`src/rtl/core/bba_pkg.sv`:
```
// Types and codes shared by the buddy block allocator modules.
`default_nettype none
package bba_pkg;

   typedef enum logic {
      REQ_ALLOC = 1'b0,
      REQ_FREE  = 1'b1
   } bba_kind_type;

   typedef enum logic [1:0] {
      STS_GRANTED = 2'd0,
      STS_NO_FREE = 2'd1,
      STS_INVALID = 2'd2,
      STS_FREED   = 2'd3
   } bba_status_type;

   typedef struct packed {
      logic       req_type;
      logic [8:0] pages_wanted;
      logic [7:0] free_start;
      logic [3:0] free_order;
   } bba_req_type;

   typedef struct packed {
      logic [1:0] status;
      logic [7:0] grant_start;
      logic [3:0] grant_order;
   } bba_rsp_type;

   typedef enum logic [2:0] {
      S_CLEAR,
      S_IDLE,
      S_DECIDE,
      S_SRD,
      S_SCHK,
      S_SPLIT,
      S_MRD,
      S_MCHK
   } bba_state_type;

   typedef enum logic [3:0] {
      OP_NONE,
      OP_CLEAR,
      OP_LOAD,
      OP_READ_SCAN,
      OP_NEXT_SCAN,
      OP_TAKE,
      OP_SPLIT,
      OP_READ_BUDDY,
      OP_MERGE,
      OP_MARK,
      OP_RESP
   } bba_op_type;

   typedef struct packed {
      bba_op_type     op;
      bba_status_type status;
   } bba_cmd_type;

   typedef struct packed {
      logic clear_last;
      logic is_free;
      logic zero;
      logic too_big;
      logic bad_order;
      logic bit_free;
      logic at_top;
      logic at_target;
   } bba_stat_type;

endpackage
`default_nettype wire

```
`src/rtl/core/bba_dp.sv`:
```
// Datapath: heap-indexed free map memory, walk registers and result register.
`default_nettype none
module bba_dp #(
   parameter int TOP = 8,
   parameter int AW  = TOP + 1,
   parameter int KW  = $clog2(TOP + 1)
) (
   input  wire                  clock,
   input  wire                  reset,
   input  bba_pkg::bba_req_type req_data,
   input  bba_pkg::bba_cmd_type cmd,
   output bba_pkg::bba_stat_type stat,
   output logic                 rsp_strobe,
   output bba_pkg::bba_rsp_type rsp_data
);
   import bba_pkg::*;

   localparam int POOL = 1 << TOP;
   localparam int DEPTH = 1 << AW;

   logic mem [DEPTH];
   logic rd_ff;

   logic          we_c;
   logic [AW-1:0] waddr_c;
   logic          wdata_c;
   logic [AW-1:0] raddr_c;

   logic [AW-1:0] clr_ff, clr_in;
   logic [AW-1:0] n_ff, n_in;
   logic [AW-1:0] base_ff, base_in;
   logic [KW-1:0] k_ff, k_in;
   logic [KW-1:0] o_ff, o_in;
   logic          free_ff, free_in;
   logic          zero_ff, zero_in;
   logic          big_ff, big_in;
   logic          bad_ff, bad_in;
   logic          rsp_strobe_ff, rsp_strobe_in;
   bba_rsp_type   rsp_data_ff, rsp_data_in;

   logic [KW-1:0] ord_c;
   logic [AW-1:0] s_c;
   logic [AW-1:0] off_c;
   logic [31:0]   start_c;
   logic [31:0]   order_c;

   // ceiling log2 of the page count, capped at the top order
   always_comb begin
      ord_c = KW'(TOP);
      for (int j = TOP; j >= 0; j--) begin
         if ((32'd1 << j) >= 32'(req_data.pages_wanted)) ord_c = KW'(j);
      end
   end

   assign s_c     = AW'(req_data.free_start) & AW'(POOL - 1);
   assign off_c   = n_ff - base_ff;
   assign start_c = 32'(off_c) << k_ff;
   assign order_c = 32'(k_ff);

   always_comb begin
      clr_in        = clr_ff;
      n_in          = n_ff;
      base_in       = base_ff;
      k_in          = k_ff;
      o_in          = o_ff;
      free_in       = free_ff;
      zero_in       = zero_ff;
      big_in        = big_ff;
      bad_in        = bad_ff;
      rsp_strobe_in = 1'b0;
      rsp_data_in   = rsp_data_ff;
      we_c          = 1'b0;
      waddr_c       = n_ff;
      wdata_c       = 1'b0;
      raddr_c       = n_ff;
      case (cmd.op)
         OP_CLEAR: begin
            we_c    = 1'b1;
            waddr_c = clr_ff;
            wdata_c = (clr_ff == AW'(1));
            clr_in  = clr_ff + AW'(1);
         end
         OP_LOAD: begin
            free_in = req_data.req_type;
            zero_in = (req_data.pages_wanted == 9'd0);
            big_in  = (18'(req_data.pages_wanted) > 18'(POOL));
            bad_in  = (32'(req_data.free_order) > 32'(TOP));
            if (req_data.req_type == REQ_FREE) begin
               k_in    = KW'(req_data.free_order);
               base_in = AW'(1) << (KW'(TOP) - KW'(req_data.free_order));
               n_in    = (AW'(1) << (KW'(TOP) - KW'(req_data.free_order)))
                         + (s_c >> req_data.free_order);
            end else begin
               k_in    = ord_c;
               o_in    = ord_c;
               base_in = AW'(1) << (KW'(TOP) - ord_c);
               n_in    = AW'(1) << (KW'(TOP) - ord_c);
            end
         end
         OP_READ_SCAN: raddr_c = n_ff;
         OP_READ_BUDDY: raddr_c = n_ff ^ AW'(1);
         OP_NEXT_SCAN: begin
            if (n_ff == ((base_ff << 1) - AW'(1))) begin
               k_in    = k_ff + KW'(1);
               base_in = base_ff >> 1;
               n_in    = base_ff >> 1;
            end else begin
               n_in = n_ff + AW'(1);
            end
         end
         OP_TAKE: begin
            we_c    = 1'b1;
            waddr_c = n_ff;
            wdata_c = 1'b0;
         end
         OP_SPLIT: begin
            // lower half carries on, upper half goes free
            we_c    = 1'b1;
            waddr_c = (n_ff << 1) | AW'(1);
            wdata_c = 1'b1;
            n_in    = n_ff << 1;
            base_in = base_ff << 1;
            k_in    = k_ff - KW'(1);
         end
         OP_MERGE: begin
            we_c    = 1'b1;
            waddr_c = n_ff ^ AW'(1);
            wdata_c = 1'b0;
            n_in    = n_ff >> 1;
            base_in = base_ff >> 1;
            k_in    = k_ff + KW'(1);
         end
         OP_MARK: begin
            we_c          = 1'b1;
            waddr_c       = n_ff;
            wdata_c       = 1'b1;
            rsp_strobe_in = 1'b1;
            rsp_data_in.status      = STS_FREED;
            rsp_data_in.grant_start = start_c[7:0];
            rsp_data_in.grant_order = order_c[3:0];
         end
         OP_RESP: begin
            rsp_strobe_in      = 1'b1;
            rsp_data_in.status = cmd.status;
            if (cmd.status == STS_GRANTED) begin
               rsp_data_in.grant_start = start_c[7:0];
               rsp_data_in.grant_order = order_c[3:0];
            end else begin
               rsp_data_in.grant_start = 8'd0;
               rsp_data_in.grant_order = 4'd0;
            end
         end
         default: ;
      endcase
   end

   always_ff @(posedge clock) begin
      if (we_c) mem[waddr_c] <= wdata_c;
   end

   always_ff @(posedge clock) begin
      rd_ff <= mem[raddr_c];
   end

   always_ff @(posedge clock) begin
      if (reset) begin
         clr_ff        <= '0;
         rsp_strobe_ff <= 1'b0;
      end else begin
         clr_ff        <= clr_in;
         rsp_strobe_ff <= rsp_strobe_in;
      end
      n_ff        <= n_in;
      base_ff     <= base_in;
      k_ff        <= k_in;
      o_ff        <= o_in;
      free_ff     <= free_in;
      zero_ff     <= zero_in;
      big_ff      <= big_in;
      bad_ff      <= bad_in;
      rsp_data_ff <= rsp_data_in;
   end

   assign stat.clear_last = (clr_ff == {AW{1'b1}});
   assign stat.is_free    = free_ff;
   assign stat.zero       = zero_ff;
   assign stat.too_big    = big_ff;
   assign stat.bad_order  = bad_ff;
   assign stat.bit_free   = rd_ff;
   assign stat.at_top     = (k_ff == KW'(TOP));
   assign stat.at_target  = (k_ff == o_ff);

   assign rsp_strobe = rsp_strobe_ff;
   assign rsp_data   = rsp_data_ff;

endmodule
`default_nettype wire

```
`src/rtl/core/bba_ctrl.sv`:
```
// Controller: state machine sequencing clear, search, split and merge.
`default_nettype none
module bba_ctrl (
   input  wire                   clock,
   input  wire                   reset,
   input  wire                   start,
   input  bba_pkg::bba_stat_type stat,
   output bba_pkg::bba_cmd_type  cmd,
   output logic                  busy
);
   import bba_pkg::*;

   bba_state_type state_ff, state_in;

   always_ff @(posedge clock) begin
      if (reset) state_ff <= S_CLEAR;
      else       state_ff <= state_in;
   end

   always_comb begin
      state_in   = state_ff;
      cmd.op     = OP_NONE;
      cmd.status = STS_GRANTED;
      case (state_ff)
         S_CLEAR: begin
            cmd.op = OP_CLEAR;
            if (stat.clear_last) state_in = S_IDLE;
         end
         S_IDLE: begin
            if (start) begin
               cmd.op   = OP_LOAD;
               state_in = S_DECIDE;
            end
         end
         S_DECIDE: begin
            if (stat.is_free) begin
               if (stat.bad_order) begin
                  cmd.op     = OP_RESP;
                  cmd.status = STS_INVALID;
                  state_in   = S_IDLE;
               end else begin
                  state_in = S_MRD;
               end
            end else if (stat.zero) begin
               cmd.op     = OP_RESP;
               cmd.status = STS_INVALID;
               state_in   = S_IDLE;
            end else if (stat.too_big) begin
               cmd.op     = OP_RESP;
               cmd.status = STS_NO_FREE;
               state_in   = S_IDLE;
            end else begin
               state_in = S_SRD;
            end
         end
         S_SRD: begin
            cmd.op   = OP_READ_SCAN;
            state_in = S_SCHK;
         end
         S_SCHK: begin
            if (stat.bit_free) begin
               cmd.op   = OP_TAKE;
               state_in = S_SPLIT;
            end else if (stat.at_top) begin
               cmd.op     = OP_RESP;
               cmd.status = STS_NO_FREE;
               state_in   = S_IDLE;
            end else begin
               cmd.op   = OP_NEXT_SCAN;
               state_in = S_SRD;
            end
         end
         S_SPLIT: begin
            if (stat.at_target) begin
               cmd.op     = OP_RESP;
               cmd.status = STS_GRANTED;
               state_in   = S_IDLE;
            end else begin
               cmd.op = OP_SPLIT;
            end
         end
         S_MRD: begin
            if (stat.at_top) begin
               cmd.op   = OP_MARK;
               state_in = S_IDLE;
            end else begin
               cmd.op   = OP_READ_BUDDY;
               state_in = S_MCHK;
            end
         end
         S_MCHK: begin
            if (stat.bit_free) begin
               cmd.op   = OP_MERGE;
               state_in = S_MRD;
            end else begin
               cmd.op   = OP_MARK;
               state_in = S_IDLE;
            end
         end
         default: state_in = S_CLEAR;
      endcase
   end

   assign busy = (state_ff != S_IDLE);

endmodule
`default_nettype wire

```
`src/rtl/core/buddy_block_allocator.sv`:
```
// A reject answers from the decide state; a free merges with each free buddy up toward the
// top, then marks its node; an allocate probes free-map bits from the wanted order upward,
// takes and splits the first free node; one request is in flight at a time.
// Each result shows for one cycle on rsp_strobe; the receiver cannot stall.
// After reset a clearing pass writes all 2*POOL map entries, one a cycle, with busy high.
// POOL is the largest power of two not above TOTAL_BLOCKS.
`default_nettype none
module buddy_block_allocator #(
   parameter int TOTAL_BLOCKS = 256
) (
   input  wire                  clock,
   input  wire                  reset,
   input  wire                  start,
   output logic                 busy,
   input  bba_pkg::bba_req_type req_data,
   output logic                 rsp_strobe,
   output bba_pkg::bba_rsp_type rsp_data
);
   import bba_pkg::*;

   // top order of the pool: floor log2 of the block count
   localparam int TOP = $clog2(TOTAL_BLOCKS + 1) - 1;
   // free-map node index: heap layout, node 1 is the whole pool
   localparam int AW  = TOP + 1;
   localparam int KW  = $clog2(TOP + 1);

   bba_cmd_type  cmd;
   bba_stat_type stat;

   // sequencer: one request at a time, busy outside idle
   bba_ctrl u_ctrl (
      .clock (clock),
      .reset (reset),
      .start (start),
      .stat  (stat),
      .cmd   (cmd),
      .busy  (busy)
   );

   // map memory, walk registers, result transfer register
   bba_dp #(
      .TOP (TOP),
      .AW  (AW),
      .KW  (KW)
   ) u_dp (
      .clock      (clock),
      .reset      (reset),
      .req_data   (req_data),
      .cmd        (cmd),
      .stat       (stat),
      .rsp_strobe (rsp_strobe),
      .rsp_data   (rsp_data)
   );

endmodule
`default_nettype wire

```
`config.mk`:
```
export PLATFORM = sky130hd
export DESIGN_NAME = buddy_block_allocator
export DESIGN_NICKNAME = d
export VERILOG_FILES = /design/src/rtl/core/bba_pkg.sv /design/src/rtl/core/bba_dp.sv /design/src/rtl/core/bba_ctrl.sv /design/src/rtl/core/buddy_block_allocator.sv
export SDC_FILE = /design/constraint.sdc
export NUM_CORES = 1
export LEC_CHECK = 0
export BUFFER_PORTS_ARGS = -buffer_cell sky130_fd_sc_hd__buf_2
export CAP_MARGIN = 15
export CORE_UTILIZATION = 35
export DETAILED_ROUTE_END_ITERATION = 7
export SLEW_MARGIN = 20
export SYNTH_ARGS = -nofsm -noshare
export SYNTH_HDL_FRONTEND = slang
export SYNTH_SLANG_ARGS = --single-unit
```
`constraint.sdc`:
```
create_clock -name clock -period 19.7 [get_ports clock]
set_input_delay 3.94 -clock clock [delete_from_list [all_inputs] [get_ports clock]]
set_output_delay 3.94 -clock clock [all_outputs]
set_load 0.01 [all_outputs]
```
# After elaboration in Yosys (flattened, before gate mapping)
# Memory sizes are Yosys's and may differ from the RTL's. A register that Yosys moved wholly into a read port is not among the register bits.
# Cells that the tools add are included.
[word_totals]
ff_bits = 57
ram_bits = 512
inputBits = 25
out_inout_bits = 16
memories = 1
[memory_table]
columns = ["memory", "depth", "word_bits", "read_ports", "rd_ports_with_merged_regs", "wr", "line_no", "rtl"]
rows = [
  ["u_dp.mem", 512, 1, 1, 1, 1, "bba_dp.sv:21", "logic mem [DEPTH];"],
]
[classes]
add_sub_neg = 9
magnitude_cmp = 10
eq_ne = 26
n_shift = 4
mux = 52
bitwise_logic = 2
reduce_logical = 11
[op_table]
columns = ["operator", "count"]
rows = [
  ["$pmux W9 S4", 2],
  ["$mux W4", 14],
  ["$mux W9", 4],
  ["$pmux W4 S8", 1],
  ["$pmux W14 S2", 1],
  ["$pmux W9 S3", 1],
  ["$mux W3", 8],
  ["$mux W6", 4],
  ["$pmux W3 S8", 1],
  ["$add A9 B1 Y9 const B", 2],
  ["$shl A1 B4 Y9 const A", 2],
  ["$eq A4 B3 Y1 const B", 4],
  ["$eq A4 B4 Y1 const B", 4],
  ["$pmux W4 S4", 1],
  ["$eq A3 B3 Y1 const B", 4],
  ["$mux W12", 1],
  ["$mux W2", 5],
  ["$add A9 B9 Y9", 1],
  ["$eq A9 B1 Y1 const B", 1],
  ["$eq A9 B9 Y1", 1],
  ["$eq A9 B9 Y1 const B", 1],
  ["$ge A1 B9 Y1 const A", 1],
  ["$ge A2 B9 Y1 const A", 1],
  ["$ge A3 B9 Y1 const A", 1],
  ["35 further kinds", 48],
]

# Longest topological paths before layout
# Gate-level depths: netlist of run 1.
[logic_depth]
ltp_word = 13
mapped_depth = 17
depth_no_buf = 16

# Modules after synthesis
# A second synthesis of run 1 with hierarchy kept.
[hier_totals]
hier_cells = 2967
hier_area_um2 = 29644.7
[by_module_without_submodules]
columns = ["mod", "n_inst", "cells_each", "area_each_um2", "seq_area_each_um2"]
rows = [
  ["bba_dp", 1, 2907, 29246.8, 16916.2],
  ["bba_ctrl", 1, 60, 397.9, 60.1],
]

# Least setup slack after synthesis of run 1
# OpenSTA, ideal clock, no wires.
[synth_path]
kind = "input to register"
from = "in start"
to = "mem u_dp.mem[0] (data pin)"
setup_time_ps = 1682
arrival_ps = 11610
t_required_ps = 18018
setup_slack_ps = 6408
stages = 6
n_path_buf = 0
path_cell_list = "o21ai_0 > a21oi_1 > nand2_1 > nand3_1 > a21oi_1 > a311o_1"
[synth_between]
elab_chain_len = 5
[synth_lines]
columns = ["element", "line_no", "rtl"]
rows = [
  ["start: declaration", "buddy_block_allocator.sv:13", "input wire start,"],
  ["$mux W2 (*)", "bba_ctrl.sv:30", "if (start) begin"],
  ["$pmux W4 S8 (*)", "bba_ctrl.sv:24", "case (state_ff)"],
  ["$eq A4 B3 Y1 or $eq A4 B4 Y1 (tied branches)", "bba_dp.sv:76", "case (cmd.op)"],
  ["$reduce_or A2 Y1 (no line)", "n/a", ""],
  ["$pmux W1 S2 (*)", "bba_dp.sv:76", ""],
  ["named net u_dp.wdata_c", "bba_dp.sv:26", "logic wdata_c;"],
  ["end: declaration", "bba_dp.sv:21", ""],
]
# Mark *: on every way through the listed nets, which the timed path passes. The rest lies on a longest branch.

# Final worst setup path of run 1
[layout_path]
from = "in req_data[0] (netlist name)"
to = "reg u_dp.n_ff[8] (data pin)"
[layout_between]
elab_chain_len = 5
[layout_lines]
columns = ["element", "line_no", "rtl"]
rows = [
  ["start: declaration", "buddy_block_allocator.sv:15", "input bba_pkg::bba_req_type req_data,"],
  ["$sub A4 B4 Y4", "bba_dp.sv:91", "n_in = (AW'(1) << (KW'(TOP) - KW'(req_data.free_order)))"],
  ["$shl A1 B4 Y9", "bba_dp.sv:91", ""],
  ["$add A9 B9 Y9 (*)", "bba_dp.sv:92", "+ (s_c >> req_data.free_order);"],
  ["$mux W9 (*)", "bba_dp.sv:88", "if (req_data.req_type == REQ_FREE) begin"],
  ["$pmux W9 S4 (*)", "bba_dp.sv:76", ""],
  ["named net u_dp.n_in[8]", "bba_dp.sv:30", "logic [AW-1:0] n_ff, n_in;"],
  ["end signal: assignment", "bba_dp.sv:173", "n_ff <= n_in;"],
  ["end: declaration", "bba_dp.sv:30", ""],
]
# Marked as above.
# A chain may end at the register's enable or synchronous reset.

==> results_dict.tcl, run 1 <==
set metrics [dict create \
    fmax_mhz 149 \
    synth_cell_types 84 \
    async_flop_share 0 \
    dpl.hpwl_um 53200 \
    globalRouteOverflowTotal 0 \
    final_cell_area_um2 32000 \
    critPathKind "in -> reg" \
    cp.arrival_ns 7.10 \
    cts_tree "yes" \
    cts_root_buf "clkbuf_16" \
    cp-end-kind "register" \
    ir_drop_uv 63.9 \
    via_count 22800 \
    io_buffers 40 \
    p_comb_frac 0.034 \
    cts-htree-levels 2 \
    detail-route-antenna-nets 0 \
    pin_count 41 \
    hold_buffers 0 \
    status "completed" \
    holdWs_ns 0.562 \
    hold_path_class "reg -> reg" \
    grt_usage 0.217 \
    finalHoldViolations 0 \
    synth_nets 2848 \
    powerDensity_nw_per_um2 79.2 \
    core_um2 82100 \
    syn_avg_cell_area_um2 10.4 \
    ys.flop_type "edfxtp_1" \
    cp_slowest_stage_delay_ns 0.54 \
    synth-edff-count 556 \
    rsz0062_at_grt "no" \
    drcViolationCount 0 \
    slew_viol_final 0 \
    ys_seq_area_frac 0.585 \
    p_clk_frac 0.432 \
    cts_setup_buffers 0 \
    maxSlewHeadroom 0.209 \
    final_layout_size_suffix_gt1_frac 0.0912 \
    worst_slew_pin_slew_ns 1.18 \
    initial_core_util 0.353 \
    placed_area_um2 30100 \
    cts.clk_slew.worst_paths_ns 0.07 \
    die_y_um 290 \
    drt-total-wl_um 94300 \
    cts-buffers-inserted 59 \
    syn_inst 2798 \
    ys.warnings.count 0 \
    nNetsFinal 2767 \
    crit_required_ns 20.10 \
    grt_first_pass_wirelength_um 139000 \
    die_w_um 290 \
    drt-initial-drc-count 2658 \
    start_kind "input port" \
    ys_ff_latch 570 \
    grt_pass1_vias 21200 \
    fin_crit_sh 0.340 \
    synthesis.area_um2 29000 \
    cts.path.max_buffers 3 \
    gp_congestion 0.842 \
    placementRows 105 \
    p_int_uw 1970 \
    crit_chain "buf_2 > mux4_2 > mux2i_1 > nor2_1 > ha_1 > fa_1 > a21o_1 > a21oi_1 > o21bai_1 > a21oi_1 > o21bai_1 > a21oi_1 > xnor2_1 > a211oi_1 > nor2_1" \
    antenna_found_initial 0 \
    drtPass1Iterations 8 \
    die-area_um2 84100 \
    grt_max_degree 260 \
    slowest_stage "mux4_2" \
    finalPower_uw 2530 \
    critPathMaxFanout 21 \
    fin_skew_ns 0.0393 \
    routedWlPerCell_um 24.6 \
    cts_sinks 570 \
    vias_per_cell 5.96 \
    maxCapViolCount 0 \
    layout-area-overhead-vs-synth_pct 10.1 \
    diodes 0 \
    path_common_cell "a21oi_1" \
    leakage_uw 0.0101 \
    cts_resized 0 \
    insertion_delay_ns 0.65 \
    finalSetupTns_ns 0 \
    switching_power_uw 563 \
    seq_power_share 0.534 \
    period_minus_slack_ns 6.71 \
    setup_violations 0 \
    swShare 0.222 \
]
## per-layer routing
| layer | GRT usage | share of wire |
|---|---|---|
| met5 | 0 | 0 |
| met3 | 0.0333 | 0.089 |
| met2 | 0.345 | 0.46 |
| met1 | 0.300 | 0.42 |
| met4 | 0.0791 | 0.034 |
## critical path: cells and delay by family
family | cells | cell delay [ns]
AO/OA/AOI/OAI | 7 | 1.26
XOR/XNOR | 1 | 0.08
adder cells (fa/ha/maj) | 2 | 0.70
buffers and inverters | 1 | 0.31
multiplexers | 2 | 0.68
AND/OR/NAND/NOR | 2 | 0.14
## placed cells by master (no fill, tap or decap), types with 15 or more instances in the layout
cell       count
buf_4         51
buf_2         40
nor3_1        89
nand3_1       62
a211oi_1      72
nand2_1      273
inv_1         32
o221ai_1      18
xnor2_1       20
xor2_1        18
and2_1        15
o21ai_0       59
mux2_2        32
a2111oi_0     27
nor2_1       633
o22ai_1       38
clkbuf_16     59
ha_1          22
a21oi_1       68
mux2i_1       49
a31oi_1       65
and3_1        86
a221o_1       17
edfxtp_1     556
nor2b_1       17
nor4_1        28
nand4_1       18
## metrics by stage
step                      cells   util  setup WS (ns)
after floorplan            2798      -           6.41
after global placement     3726  0.367          12.35
after detailed placement   3726  0.367          12.35
after CTS                  3834  0.389          13.04
after global routing       3834  0.389          12.80
final                      3834  0.389          12.99
## cell families after synthesis
logic type | count (synthesis) | synth area share
AO/OA/AOI/OAI | 496 | 0.121
XOR/XNOR | 38 | 0.0115
adder cells (fa/ha/maj) | 25 | 0.0116
buffers and inverters | 269 | 0.0382
flip-flops | 570 | 0.585
multiplexers | 85 | 0.0324
AND/OR/NAND/NOR | 1315 | 0.201
## power groups by stage
| stage | clock network (µW) | logic [µW] | registers [µW] |
|---|---|---|---|
| after floorplan | 0 | 45.9 | 1400 |
| after global placement | 0 | 82.7 | 1380 |
| after detailed placement | 0 | 83.2 | 1380 |
| after CTS | 1110 | 83.5 | 1350 |
| after global routing | 1150 | 90.6 | 1350 |
| final | 1090 | 85.1 | 1350 |
## layout make-up
type | count | area, µm²
Clock buffer | 76 | 1570
Clock inverter | 32 | 272
Fill cell | 8067 | 50200
Inverter | 34 | 128
Multi-Input combinational cell | 1959 | 11000
Sequential cell | 570 | 17000
Tap cell | 1070 | 1340
Timing Repair Buffer | 93 | 623
## final timing paths
path,from,to,slack (ns),cells past startpoint
hold / removal,u_dp.clr_ff[8],u_dp.clr_ff[8],0.56,2
hold reg to reg,u_dp.clr_ff[8],u_dp.clr_ff[8],0.56,2
setup / recovery,req_data[0],u_dp.n_ff[8],12.99,15
setup reg to reg,u_ctrl.state_ff[1],u_dp.rd_ff,13.36,11
## synth_stat cells, types with 14 or more instances
cell / n / area [µm²]
nor2_1: 635 / 2380
edfxtp_1: 556 / 16700
nand2_1: 289 / 1080
clkbuf_1: 167 / 627
nor3_1: 90 / 450
and3_1: 86 / 538
a211oi_1: 72 / 541
a21oi_1: 68 / 340
a31oi_1: 65 / 407
nand3_1: 63 / 315
o21ai_0: 59 / 295
buf_2: 50 / 250
mux2i_1: 49 / 490
o22ai_1: 38 / 238
inv_1: 32 / 120
mux2_2: 32 / 360
nor4_1: 28 / 175
a2111oi_0: 27 / 236
ha_1: 22 / 275
xnor2_1: 20 / 175
nor2b_1: 19 / 119
nand4_1: 18 / 113
o221ai_1: 18 / 158
xor2_1: 18 / 158
a221o_1: 17 / 170
nand2b_1: 16 / 100
and2_1: 15 / 93.8
dfxtp_1: 14 / 280
o31ai_1: 14 / 105
## registers in the layout, indices dropped and copies added, names as in the netlist
| register | count |
|---|---|
| u_dp.rsp_data | 14 |
| u_dp.rd_ff | 1 |
| u_dp.bad_ff | 1 |
| u_ctrl.state_ff | 3 |
| u_dp.big_ff | 1 |
| u_dp.mem | 512 |
| u_dp.free_ff | 1 |
| u_dp.k_ff | 4 |
| u_dp.clr_ff | 9 |
| u_dp.zero_ff | 1 |
| u_dp.n_ff | 9 |
| u_dp.o_ff | 4 |
| u_dp.base_ff | 9 |
| u_dp.rsp_strobe | 1 |
(Power assumes the default switching activity.)
==> inputs of run 2 (changes only) <==
ABC_AREA = 1   (was unset)
clock period = 6.82 ns   (was 19.7 ns; I/O delays follow)
==> results_dict.tcl, run 2 <==
set metrics [dict create \
    grt_first_pass_wirelength_um 122000 \
    largest_reg_flops 512 \
    detail-route-antenna-nets 0 \
    gr-usage-met3 0.0272 \
    layout-area-overhead-vs-synth_pct 11.7 \
    cp-end-kind "register" \
    die-area_um2 83900 \
    ys_top_cells_by_area "edfxtp_1, nand2_1, nor2_1, nand3_1, inv_1" \
    drt-initial-drc-count 2334 \
    antenna_found_initial 0 \
    critPathMaxFanout 21 \
    regMostFlops "u_dp.mem" \
    cts_root_buf "clkbuf_16" \
    cts_resized 0 \
    synth-edff-count 556 \
    initial_core_util 0.353 \
    io_buffers 40 \
    crit_required_ns 7.12 \
    grt_max_degree 197 \
    cts.path.max_buffers 3 \
    placementRows 105 \
    worst_slew_pin_slew_ns 1.16 \
    ir_drop_uv 158 \
    cts-buffers-inserted 67 \
    hold_path_class "reg -> reg" \
    seq_power_share 0.502 \
    synth_nets 3378 \
    finalHoldViolations 0 \
    critPathKind "reg -> reg" \
    synth_cell_types 51 \
    routedWlPerCell_um 18.3 \
    fin_crit_sh 0.646 \
    syn_avg_cell_area_um2 8.70 \
    synth_top_area_cell "edfxtp_1" \
    cts-htree-levels 3 \
    final_layout_size_suffix_gt1_frac 0.0657 \
    hold_buffers 0 \
    globalRouteOverflowTotal 0 \
    busiest_layer "met2" \
    gp_congestion 0.850 \
    synthesis.area_um2 29000 \
    cp.arrival_ns 4.71 \
    async_flop_share 0 \
    grt_pass1_vias 20700 \
    status "completed" \
    finalWorstSetupSlack_ns 2.41 \
    final_common_cell "nand2_1" \
    grt_usage 0.191 \
    powerDensity_nw_per_um2 241 \
    p_comb_frac 0.030 \
    die_w_um 290 \
    met1_usage 0.260 \
    dpl.hpwl_um 43200 \
    pin_count 41 \
    switching_power_uw 1640 \
    drcViolationCount 0 \
    ys_ff_latch 570 \
    slew_viol_final 0 \
    via_count 22300 \
    yosysMostFrequentCell "nand2_1" \
    fin_skew_ns 0.0261 \
    ys.flop_type "edfxtp_1" \
    rsz0062_at_grt "no" \
    ys.warnings.count 0 \
    cts.clk_slew.worst_paths_ns 0.05 \
    insertion_delay_ns 0.61 \
    maxSlewHeadroom 0.225 \
    synthTopCellsByCount "nand2_1, nor2_1, edfxtp_1" \
    nNetsFinal 3317 \
    maxCapViolCount 0 \
    core_um2 82000 \
    cts_setup_buffers 0 \
    die_y_um 290 \
    setup_violations 0 \
    fmax_mhz 227 \
    vias_per_cell 5.08 \
    p_clk_frac 0.468 \
    synth_top_area_share 0.576 \
    mostFrequentLayoutCells "nand2_1, nor2_1, edfxtp_1" \
    drtPass1Iterations 6 \
    grt_util_met2 0.318 \
    ys_seq_area_frac 0.586 \
    cts_sinks 570 \
    cts_tree "yes" \
    period_minus_slack_ns 4.41 \
    diodes 0 \
    start_kind "register" \
    p_int_uw 6140 \
    leakage_uw 0.0127 \
    drt-total-wl_um 80300 \
    finalPower_uw 7780 \
    place_ws_ns 2.51 \
    swShare 0.211 \
    syn_inst 3328 \
]
## run 2: cell count changes in the layout (fill, tap and decap cells not counted), moves of 62 or more
cell      change
a211oi_1     -65
and3_1       -86
inv_1       +368
nand2_1     +528
nand3_1     +317
nor3_1       -62
## run 2: power by group through the flow
stage / Clock (µW) / Combinational (µW) / Sequential, µW
floorplan: 0 / 126 / 4020
global placement: 0 / 233 / 3980
detailed placement: 0 / 235 / 3980
CTS: 3700 / 236 / 3900
global route: 3820 / 258 / 3900
finish: 3640 / 236 / 3910
## run 2: layer usage
layer  share of wire  wire [µm]  vias to the layer above
li1                -          -                    10700
met5               0          0                        -
met2            0.48      38400                      672
met4           0.023       1810                        0
met3           0.062       5010                      127
met1            0.44      35100                    10800
## run 2: final cells by class
type | count | area, µm²
Timing Repair Buffer | 77 | 528
Inverter | 415 | 1560
Fill cell | 8232 | 49600
Clock buffer | 90 | 1840
Sequential cell | 570 | 17000
Clock inverter | 29 | 379
Tap cell | 1070 | 1340
Multi-Input combinational cell | 2136 | 9720
## run 2: path summary, 6_finish.rpt
check	slack, ns	end	start	cells after the start
worst max-delay path	2.41	u_dp.mem[384]	u_dp.k_ff[0]	10
worst min-delay path	0.52	u_dp.clr_ff[1]	u_dp.clr_ff[1]	2
worst max register to register	2.41	u_dp.mem[384]	u_dp.k_ff[0]	10
worst min register to register	0.52	u_dp.clr_ff[1]	u_dp.clr_ff[1]	2
## run 2: critical path: stages, from the launching register on
cell	delay, ns
edfxtp_1	0.55
xnor2_1	0.23
nand4_1	0.16
nand2_1	0.68
inv_1	0.23
a211oi_1	0.24
nand2_1	0.14
nor3_1	0.65
nand2_2	0.61
buf_4	0.43
nor2_1	0.15
## run 2: through the flow
stage | hold slack [ns] | instance area [µm²] | util | setup TNS (ns) | instances
6_report | 0.518 | 32300 | 0.395 | 0 | 4387
5_1_grt | 0.567 | 32300 | 0.395 | 0 | 4387
4_1_cts | 0.516 | 32300 | 0.394 | 0 | 4387
3_5_place_dp | 0.508 | 30100 | 0.367 | 0 | 4268
3_3_place_gp | 0.501 | 30100 | 0.367 | 0 | 4268
2_1_floorplan | 0.485 | 29000 | - | -1120.32 | 3328
## run 2: logic make-up (layout without fill, tap and decap cells)
family,Yosys count,after routing,share of synthesized area
buf+inv,622,611,0.0813
mux,1,1,0.000346
simple gates,1877,1877,0.265
compound gates,202,202,0.0458
fa+ha+maj,25,25,0.0116
flops,570,570,0.586
xor+xnor,31,31,0.00937
